File: config.mk
export PLATFORM = sky130hd
export DESIGN_NAME = sorted_set_search_insert_remove
export DESIGN_NICKNAME = d
export VERILOG_FILES = /design/src/sv/ssir_pkg.sv /design/src/sv/ssir_datapath.sv /design/src/sv/ssir_ctrl.sv /design/src/sv/sorted_set_search_insert_remove.sv
export VERILOG_INCLUDE_DIRS = /design/src /design/src/sv
export SDC_FILE = /design/constraint.sdc
export NUM_CORES = 2
export LEC_CHECK = 0
export BUFFER_PORTS_ARGS = -buffer_cell sky130_fd_sc_hd__buf_2
export CAP_MARGIN = 0
export CORE_ASPECT_RATIO = 1.1
export CORE_MARGIN = 2
export CORE_UTILIZATION = 30
export CTS_CLUSTER_SIZE = 30
export DETAILED_ROUTE_END_ITERATION = 10
export HOLD_SLACK_MARGIN = 0.06
export PLACE_DENSITY = 0.43
export SKIP_LAST_GASP = 1
export SLEW_MARGIN = 30
export SYNTH_ARGS = -nofsm -noshare
export SYNTH_HDL_FRONTEND = slang
export SYNTH_SLANG_ARGS = --single-unit
File: constraint.sdc
create_clock -name clk_i -period 9.3 [get_ports clk_i]
set_clock_uncertainty 0.1 [all_clocks]
set_input_delay 0 -clock clk_i [delete_from_list [all_inputs] [get_ports clk_i]]
set_output_delay 0 -clock clk_i [all_outputs]
set_load 0.03 [all_outputs]
File: src/sv/sorted_set_search_insert_remove_defines.svh
// assertion macros for the sorted set block
`ifndef SORTED_SET_SEARCH_INSERT_REMOVE_DEFINES_SVH
`define SORTED_SET_SEARCH_INSERT_REMOVE_DEFINES_SVH

`ifndef ASSERT_OFF
// property that must hold at every clock edge outside reset
`define SSIR_ASSERT(lbl, prop, msg) \
  lbl: assert property (@(posedge clk_i) disable iff (!rst_ni) (prop)) else $error(msg);
// same-cycle implication outside reset
`define SSIR_ASSERT_IMPL(lbl, ante, cons, msg) \
  lbl: assert property (@(posedge clk_i) disable iff (!rst_ni) (ante) |-> (cons)) \
    else $error(msg);
`else
`define SSIR_ASSERT(lbl, prop, msg)
`define SSIR_ASSERT_IMPL(lbl, ante, cons, msg)
`endif

`endif

File: src/sv/ssir_pkg.sv
// shared types and codes of the sorted set block
package ssir_pkg;

  // request codes; code 3 is unused and answers not found
  typedef enum logic [1:0] {
    OP_SEARCH = 2'd0,
    OP_INSERT = 2'd1,
    OP_REMOVE = 2'd2
  } op_e;

  // result codes
  typedef enum logic [1:0] {
    ST_OK     = 2'd0,
    ST_ABSENT = 2'd1,
    ST_DUP    = 2'd2,
    ST_FULL   = 2'd3
  } status_e;

  // index register operations
  typedef enum logic [2:0] {
    IDX_HOLD,
    IDX_CLEAR,
    IDX_INC,
    IDX_DEC,
    IDX_LOAD_CNT
  } idx_op_e;

  // count register operations
  typedef enum logic [1:0] {
    CNT_HOLD,
    CNT_INC,
    CNT_DEC
  } cnt_op_e;

  // memory read address select
  typedef enum logic [1:0] {
    RD_IDX,
    RD_IDX_M1,
    RD_IDX_P1
  } rd_sel_e;

  // memory write data select
  typedef enum logic {
    WR_RDATA,
    WR_KEY
  } wr_sel_e;

  // commands from controller to datapath
  typedef struct packed {
    logic    key_ld;
    idx_op_e idx_op;
    cnt_op_e cnt_op;
    logic    pos_ld;
    logic    rd_en;
    rd_sel_e rd_sel;
    logic    wr_en;
    wr_sel_e wr_sel;
  } cmd_t;

  // status from datapath to controller
  typedef struct packed {
    logic       lt;        // entry read is below the key
    logic       eq;        // entry read equals the key
    logic       scan_end;  // index reached the count
    logic       full;      // count equals capacity
    logic       idx_gt_pos;
    logic       rem_more;  // index + 1 below the count
    logic [6:0] cnt7;
  } stat_t;

endpackage

File: src/sv/ssir_datapath.sv
// datapath of the sorted set: entry memory, count, index and key registers
`include "sorted_set_search_insert_remove_defines.svh"

module ssir_datapath #(
  parameter int unsigned CAPACITY = 64
) (
  input  logic               clk_i,
  input  logic               rst_ni,
  input  logic signed [31:0] item_value_i,
  input  ssir_pkg::cmd_t     cmd_i,
  output ssir_pkg::stat_t    stat_o
);

  localparam int unsigned IW = (CAPACITY > 1) ? $clog2(CAPACITY) : 1;
  localparam int unsigned CW = $clog2(CAPACITY + 1);

  logic signed [31:0] mem [CAPACITY];
  logic signed [31:0] rdata_q;
  logic signed [31:0] key_q;
  logic [CW-1:0]      idx_q, idx_d;
  logic [CW-1:0]      cnt_q, cnt_d;
  logic [CW-1:0]      pos_q;
  logic [CW-1:0]      rd_idx;
  logic signed [31:0] wr_data;
  logic [CW:0]        idx_p1_ext;

  // read address select
  always_comb begin
    case (cmd_i.rd_sel)
      ssir_pkg::RD_IDX:    rd_idx = idx_q;
      ssir_pkg::RD_IDX_M1: rd_idx = idx_q - CW'(1);
      ssir_pkg::RD_IDX_P1: rd_idx = idx_q + CW'(1);
      default:             rd_idx = idx_q;
    endcase
  end

  assign wr_data = (cmd_i.wr_sel == ssir_pkg::WR_KEY) ? key_q : rdata_q;

  // entry memory, one read or one write a cycle, read data registered
  always_ff @(posedge clk_i) begin
    if (cmd_i.wr_en) begin
      mem[idx_q[IW-1:0]] <= wr_data;
    end
    if (cmd_i.rd_en) begin
      rdata_q <= mem[rd_idx[IW-1:0]];
    end
  end

  // key and lower bound position
  always_ff @(posedge clk_i) begin
    if (cmd_i.key_ld) begin
      key_q <= item_value_i;
    end
    if (cmd_i.pos_ld) begin
      pos_q <= idx_q;
    end
  end

  // index next value
  always_comb begin
    case (cmd_i.idx_op)
      ssir_pkg::IDX_HOLD:     idx_d = idx_q;
      ssir_pkg::IDX_CLEAR:    idx_d = '0;
      ssir_pkg::IDX_INC:      idx_d = idx_q + CW'(1);
      ssir_pkg::IDX_DEC:      idx_d = idx_q - CW'(1);
      ssir_pkg::IDX_LOAD_CNT: idx_d = cnt_q;
      default:                idx_d = idx_q;
    endcase
  end

  // count next value
  always_comb begin
    case (cmd_i.cnt_op)
      ssir_pkg::CNT_HOLD: cnt_d = cnt_q;
      ssir_pkg::CNT_INC:  cnt_d = cnt_q + CW'(1);
      ssir_pkg::CNT_DEC:  cnt_d = cnt_q - CW'(1);
      default:            cnt_d = cnt_q;
    endcase
  end

  always_ff @(posedge clk_i or negedge rst_ni) begin
    if (!rst_ni) begin
      idx_q <= '0;
      cnt_q <= '0;
    end else begin
      idx_q <= idx_d;
      cnt_q <= cnt_d;
    end
  end

  // status to the controller
  assign idx_p1_ext        = {1'b0, idx_q} + (CW+1)'(1);
  assign stat_o.lt         = rdata_q < key_q;
  assign stat_o.eq         = rdata_q == key_q;
  assign stat_o.scan_end   = idx_q == cnt_q;
  assign stat_o.full       = cnt_q == CW'(CAPACITY);
  assign stat_o.idx_gt_pos = idx_q > pos_q;
  assign stat_o.rem_more   = idx_p1_ext < {1'b0, cnt_q};
  assign stat_o.cnt7       = 7'(cnt_q);

  `SSIR_ASSERT(a_cnt_bound, cnt_q <= CW'(CAPACITY), "count above capacity")
  `SSIR_ASSERT_IMPL(a_no_overflow, cmd_i.cnt_op == ssir_pkg::CNT_INC,
    cnt_q < CW'(CAPACITY), "insert into a full store")
  `SSIR_ASSERT_IMPL(a_no_underflow, cmd_i.cnt_op == ssir_pkg::CNT_DEC,
    cnt_q != '0, "remove from an empty store")
  `SSIR_ASSERT_IMPL(a_wr_range, cmd_i.wr_en, idx_q < CW'(CAPACITY),
    "write past the last entry")

endmodule

File: src/sv/ssir_ctrl.sv
// controller of the sorted set: request sequencing and result register
module ssir_ctrl (
  input  logic            clk_i,
  input  logic            rst_ni,
  input  logic            s_valid_i,
  output logic            s_ready_o,
  input  logic [1:0]      op_i,
  output logic            m_valid_o,
  input  logic            m_ready_i,
  output logic [1:0]      status_o,
  output logic [6:0]      count_o,
  output ssir_pkg::cmd_t  cmd_o,
  input  ssir_pkg::stat_t stat_i
);

  typedef enum logic [3:0] {
    S_IDLE,
    S_SCAN_CHK,
    S_SCAN_CMP,
    S_DECIDE,
    S_INS_CHK,
    S_INS_WR,
    S_REM_CHK,
    S_REM_WR,
    S_RESULT
  } state_e;

  state_e              state_q, state_d;
  logic [1:0]          op_q, op_d;
  logic                held_q, held_d;
  ssir_pkg::status_e   res_q, res_d;
  logic                m_valid_q, m_valid_d;
  ssir_pkg::status_e   status_q, status_d;
  logic [6:0]          count_q, count_d;

  assign s_ready_o = state_q == S_IDLE;
  assign m_valid_o = m_valid_q;
  assign status_o  = status_q;
  assign count_o   = count_q;

  // sequencing and commands
  always_comb begin
    state_d   = state_q;
    op_d      = op_q;
    held_d    = held_q;
    res_d     = res_q;
    status_d  = status_q;
    count_d   = count_q;
    m_valid_d = m_valid_q & ~m_ready_i;
    cmd_o     = '{key_ld: 1'b0, idx_op: ssir_pkg::IDX_HOLD, cnt_op: ssir_pkg::CNT_HOLD,
                  pos_ld: 1'b0, rd_en: 1'b0, rd_sel: ssir_pkg::RD_IDX,
                  wr_en: 1'b0, wr_sel: ssir_pkg::WR_RDATA};
    case (state_q)
      S_IDLE: begin
        if (s_valid_i) begin
          cmd_o.key_ld = 1'b1;
          cmd_o.idx_op = ssir_pkg::IDX_CLEAR;
          op_d         = op_i;
          state_d      = S_SCAN_CHK;
        end
      end
      // lower bound scan, each entry read in S_SCAN_CHK and compared in S_SCAN_CMP
      S_SCAN_CHK: begin
        if (stat_i.scan_end) begin
          held_d  = 1'b0;
          state_d = S_DECIDE;
        end else begin
          cmd_o.rd_en = 1'b1;
          state_d     = S_SCAN_CMP;
        end
      end
      S_SCAN_CMP: begin
        if (stat_i.lt) begin
          cmd_o.idx_op = ssir_pkg::IDX_INC;
          state_d      = S_SCAN_CHK;
        end else begin
          held_d  = stat_i.eq;
          state_d = S_DECIDE;
        end
      end
      S_DECIDE: begin
        cmd_o.pos_ld = 1'b1;
        state_d      = S_RESULT;
        case (op_q)
          ssir_pkg::OP_SEARCH: begin
            res_d = held_q ? ssir_pkg::ST_OK : ssir_pkg::ST_ABSENT;
          end
          ssir_pkg::OP_INSERT: begin
            if (held_q) begin
              res_d = ssir_pkg::ST_DUP;
            end else if (stat_i.full) begin
              res_d = ssir_pkg::ST_FULL;
            end else begin
              cmd_o.idx_op = ssir_pkg::IDX_LOAD_CNT;
              state_d      = S_INS_CHK;
            end
          end
          ssir_pkg::OP_REMOVE: begin
            if (held_q) begin
              state_d = S_REM_CHK;
            end else begin
              res_d = ssir_pkg::ST_ABSENT;
            end
          end
          default: begin
            res_d = ssir_pkg::ST_ABSENT;
          end
        endcase
      end
      // shift entries up from the top down to the insert position
      S_INS_CHK: begin
        if (stat_i.idx_gt_pos) begin
          cmd_o.rd_en  = 1'b1;
          cmd_o.rd_sel = ssir_pkg::RD_IDX_M1;
          state_d      = S_INS_WR;
        end else begin
          cmd_o.wr_en  = 1'b1;
          cmd_o.wr_sel = ssir_pkg::WR_KEY;
          cmd_o.cnt_op = ssir_pkg::CNT_INC;
          res_d        = ssir_pkg::ST_OK;
          state_d      = S_RESULT;
        end
      end
      S_INS_WR: begin
        cmd_o.wr_en  = 1'b1;
        cmd_o.idx_op = ssir_pkg::IDX_DEC;
        state_d      = S_INS_CHK;
      end
      // close the gap from the removed position upward
      S_REM_CHK: begin
        if (stat_i.rem_more) begin
          cmd_o.rd_en  = 1'b1;
          cmd_o.rd_sel = ssir_pkg::RD_IDX_P1;
          state_d      = S_REM_WR;
        end else begin
          cmd_o.cnt_op = ssir_pkg::CNT_DEC;
          res_d        = ssir_pkg::ST_OK;
          state_d      = S_RESULT;
        end
      end
      S_REM_WR: begin
        cmd_o.wr_en  = 1'b1;
        cmd_o.idx_op = ssir_pkg::IDX_INC;
        state_d      = S_REM_CHK;
      end
      // load the output register once it is free
      S_RESULT: begin
        if (!m_valid_q || m_ready_i) begin
          m_valid_d = 1'b1;
          status_d  = res_q;
          count_d   = stat_i.cnt7;
          state_d   = S_IDLE;
        end
      end
      default: begin
        state_d = S_IDLE;
      end
    endcase
  end

  // state and registered outputs
  always_ff @(posedge clk_i or negedge rst_ni) begin
    if (!rst_ni) begin
      state_q   <= S_IDLE;
      m_valid_q <= 1'b0;
      op_q      <= '0;
      held_q    <= 1'b0;
      res_q     <= ssir_pkg::ST_OK;
      status_q  <= ssir_pkg::ST_OK;
      count_q   <= '0;
    end else begin
      state_q   <= state_d;
      m_valid_q <= m_valid_d;
      op_q      <= op_d;
      held_q    <= held_d;
      res_q     <= res_d;
      status_q  <= status_d;
      count_q   <= count_d;
    end
  end

endmodule

File: src/sv/sorted_set_search_insert_remove.sv
// top level of the sorted set with search, insert and remove
// Holds up to CAPACITY distinct signed 32-bit values in ascending order.
// Input channel s_axis: tuser carries the request (0 search, 1 insert,
// 2 remove), tdata the value. One transaction in gives one transaction out
// on m_axis: tdata carries the status (0 done or found, 1 not found,
// 2 duplicate, 3 full) and the number of values held after the request.
// Requests are served one at a time. The lower bound p is found by a linear
// scan of the single port entry memory with registered read, one read and
// one compare per entry below the value. Insert then moves each entry from
// the position upward, remove each entry above it, one read and one write
// per entry moved; a rejected insert or remove goes straight to its result
// like a search. The block is ready for the next request in the cycle after
// the result is registered. The result waits in an output register; the next
// request is taken while it waits, but its own result is held back until
// the receiver takes the earlier one, so a stalled receiver stalls the
// block after at most one request. Reset empties the set at once; no
// clearing pass is needed, entries above the count are never read.
module sorted_set_search_insert_remove #(
  parameter int unsigned CAPACITY = 64
) (
  input  logic        clk_i,
  input  logic        rst_ni,
  input  logic        s_axis_tvalid_i,
  output logic        s_axis_tready_o,
  input  logic [31:0] s_axis_tdata_i,   // [31:0] item_value
  input  logic [1:0]  s_axis_tuser_i,   // [1:0] op
  output logic        m_axis_tvalid_o,
  input  logic        m_axis_tready_i,
  output logic [15:0] m_axis_tdata_o    // [1:0] status, [8:2] entry_count, [15:9] zero
);

  ssir_pkg::cmd_t  cmd;
  ssir_pkg::stat_t stat;
  logic [1:0]      status;
  logic [6:0]      entry_count;

  ssir_ctrl u_ctrl (
    .clk_i     (clk_i),
    .rst_ni    (rst_ni),
    .s_valid_i (s_axis_tvalid_i),
    .s_ready_o (s_axis_tready_o),
    .op_i      (s_axis_tuser_i),
    .m_valid_o (m_axis_tvalid_o),
    .m_ready_i (m_axis_tready_i),
    .status_o  (status),
    .count_o   (entry_count),
    .cmd_o     (cmd),
    .stat_i    (stat)
  );

  ssir_datapath #(
    .CAPACITY (CAPACITY)
  ) u_datapath (
    .clk_i        (clk_i),
    .rst_ni       (rst_ni),
    .item_value_i (s_axis_tdata_i),
    .cmd_i        (cmd),
    .stat_o       (stat)
  );

  // result packing
  assign m_axis_tdata_o = {7'd0, entry_count, status};

endmodule

==> impl_metrics.ini <==
[critical_path]
cp_data_arrival_time_ns = 7.88
worst-setup-path-type = flip-flop to flip-flop
cp.required_ns = 9.93
r2r_slack_ns = 2.05
crit_fanout = 31
path_buf_inv = 3
critical-path-slowest-cell = ha_1
cp-end-kind = flip-flop
cp-start-kind = flip-flop
worstPathCellList = inv_1 > ha_1 > ha_1 > nor2b_1 > o21a_1 > o21ai_0 > a21oi_1 > o21ai_0 > nand3_1 > ha_1 > o21bai_1 > o21a_4 > buf_4 > nor2_4 > buf_4 > a32oi_1 > a21oi_1 > nor3_1 > o211a_1
r2r_start = u_datapath.idx_q[0]
r2r.worst_path.cells = 19
r2r_end = u_datapath.rdata_q[13]
crit_family = compound AO/OA/AOI/OAI gates
cp_common_cell = ha_1
critPathMaxStageDelay_ns = 0.73

[cts]
cts_max_level = 4
cts_sinks = 2152
clock_path_buffers = 3
cts.root.buffer_cell = clkbuf_16
cts_tree = done
cts_setup_buffers = 0
clkLatencyLatePin_ns = 0.88
cts-hold-fix-buffers = 80
cts_buffers = 232
path_clk_slew_ns = 0.06
cts_resized = 0

[min_path]
hold_class = input port to flip-flop
whs_path_depth = 3
min_from = s_axis_tdata_i[17]
whs_endpoint = u_datapath.key_q[17]

[global_routing]
antenna_found_initial = 5
grtUsageTotal_pct = 17.62
use_met1_pct = 24.09
met2_usage_pct = 29.94
grt.busiest_layer = met2
use_met3_pct = 1.999
grt_pass1_vias = 45677
grt_pass1_wl_um = 361500
overflow = 0
grt_max_degree = 127

[drt]
ant_nets = 0
vias_per_cell = 5.025
finalWirelength_um = 254100
vias = 44786
drtPass1Iterations = 5
drcViolationCount = 0
drt_iter0_drc = 4035
wire_per_inst_um = 28.51

[logic_synthesis]
yosys.area.top_type_share_pct = 75.13
synth-simple-area-share_pct = 7.235
synth_edf_count = 2119
synthFlopType = edfxtp_1
synth_common_cells = 2119 x edfxtp_1, 772 x nand2_1, 386 x mux4_2
avgSynthCellArea_um2 = 17.87
synth_compound_area_share_pct = 2.788
ys_types = 67
syn_inst = 4739
ys_ff_latch = 2152
yosysSeqAreaShare_pct = 76.11
synthAdderAreaFrac_pct = 0.8953
synthArstFlopShare_pct = 1.533
synthesis.area_um2 = 84690
synth_top_family_by_area = multiplexers
synth.mux.area_fraction_pct = 10.87
yosysMostFrequentCell = edfxtp_1
synth_xor_area_share_pct = 0.2068
yosysTopAreaCell = edfxtp_1
ys_warn_count = 0
synth.area.top_cells = edfxtp_1 75%, mux4_2 10%, nand2_1 3.4%

[run]
max_cap_violations = 0

[placement]
gp_congestion = 0.7667
io_buffers = 48
place_hpwl_um = 140800

[die]
core_region_area_um2 = 280800
start_util_pct = 30.16
io-pin-count = 56
die_area_um2 = 286600
die_w_um = 510.6
fp-row-count = 204
die_h_um = 561.3

[sta]
fin_crit_ns = 7.254
rsz0062_at_grt = false
finalHoldViolCount = 0
slew_headroom_pct = 32.81
hold_slack_ns = 0.2731
finalSetupTns_ns = 0
drv_slew = 0
fmax_mhz = 137.8
period_share_pct = 78.00
worstMarginPinSlew_ns = 1.006
setup_violations = 0

[finish]
syn_to_final_growth_pct = 16.50
fillCellCount = 26489
fin_nets = 5104
drive_gt1_share_pct = 20.09

[power]
leakage_nw = 31.46
max-vdd-ir-drop_mv = 0.1898
powerDensity_nw_per_um2 = 303.8

[run_status]
status = complete, no violations
==> state kept, by name (all words and copies together) (netlist names) <==
signal,flops
u_datapath.key_q,32
u_datapath.cnt_q,7
u_datapath.pos_q,7
u_ctrl.res_q,2
u_ctrl.op_q,2
u_ctrl.count_o,7
u_datapath.rdata_q,32
u_datapath.idx_q,7
u_ctrl.held_q,1
u_ctrl.status_o,2
u_datapath.mem,2048
u_ctrl.m_valid_o,1
u_ctrl.state_q,4
==> area by class of cell <==
type,count,area [um^2],area share (%)
multi-input combinational,2250,19650,19.92
clock inverter,136,1044,1.058
inverter,67,251.5,0.2549
clock buffer,294,6060,6.141
timing repair buffer,303,2557,2.592
tap,3708,4639,4.702
antenna,2,5.005,0.005072
sequential,2152,64460,65.33
==> report_power, final <==
group          switching, mW  internal, mW  leakage (nW)
logic                   5.82          2.51          8.49
clock network           3.84          4.91          3.47
registers              0.270          12.6          19.5
total                   9.94          20.0          31.5
==> metrics by stage <==
stage,area (um^2),utilization (%),power (mW),instances,worst slack (ns)
finish,98670,35.14,29.98,8912,2.046
floorplan,84710,-,18.10,4745,4.001
global route,98660,35.14,31.28,8911,1.612
detailed placement,90710,32.31,21.65,8399,1.944
CTS,98630,35.13,30.46,8909,1.939
global placement,90620,32.27,21.59,8394,1.888
==> per-layer routing <==
| layer | vias to the layer above | share of wire, % |
|---|---|---|
| met5 | - | 0 |
| met4 | 0 | 2.0 |
| met3 | 310 | 4.0 |
| met2 | 1052 | 50 |
| met1 | 24108 | 44 |
| li1 | 19316 | - |
==> cell usage in the layout (no fill, tap or decap), drive strengths merged, types with 59 or more instances in the layout <==
cell type,count
dlygate4sd3,79
inv,72
nand3,303
nand4,73
clkbuf,294
nor2,114
ha,59
nand2,773
mux4,386
edfxtp,2119
buf,224
o21ai,72
clkinv,117
==> worst max-delay path by stage <==
stage | start | end | slack (ns) | depth (start not counted)
2_1_floorplan | u_datapath.idx_q[0] | u_datapath.mem[0][1] | 4.00 | 11
3_3_place_gp | u_datapath.idx_q[0] | u_datapath.rdata_q[6] | 1.89 | 19
3_5_place_dp | u_datapath.idx_q[0] | u_datapath.rdata_q[13] | 1.94 | 19
4_1_cts | u_datapath.idx_q[0] | u_datapath.rdata_q[13] | 1.94 | 19
5_1_grt | u_datapath.idx_q[0] | u_datapath.rdata_q[6] | 1.61 | 18
6_report | u_datapath.idx_q[0] | u_datapath.rdata_q[13] | 2.05 | 19
==> worst register-to-register path: cells and delay by family, from the launching register on <==
| kind | cells | cell delay (ns) |
|---|---|---|
| buf+inv | 3 | 1.28 |
| flops | 1 | 0.65 |
| fa+ha+maj | 3 | 1.42 |
| compound gates | 9 | 2.47 |
| simple gates | 4 | 1.21 |
==> cell families after synthesis <==
family,Yosys count
compound gates,333
xor+xnor,20
fa+ha+maj,60
buf+inv,343
flops,2152
mux,437
other cells,1
simple gates,1393
No activity file was read; power rests on OpenSTA's default activity.
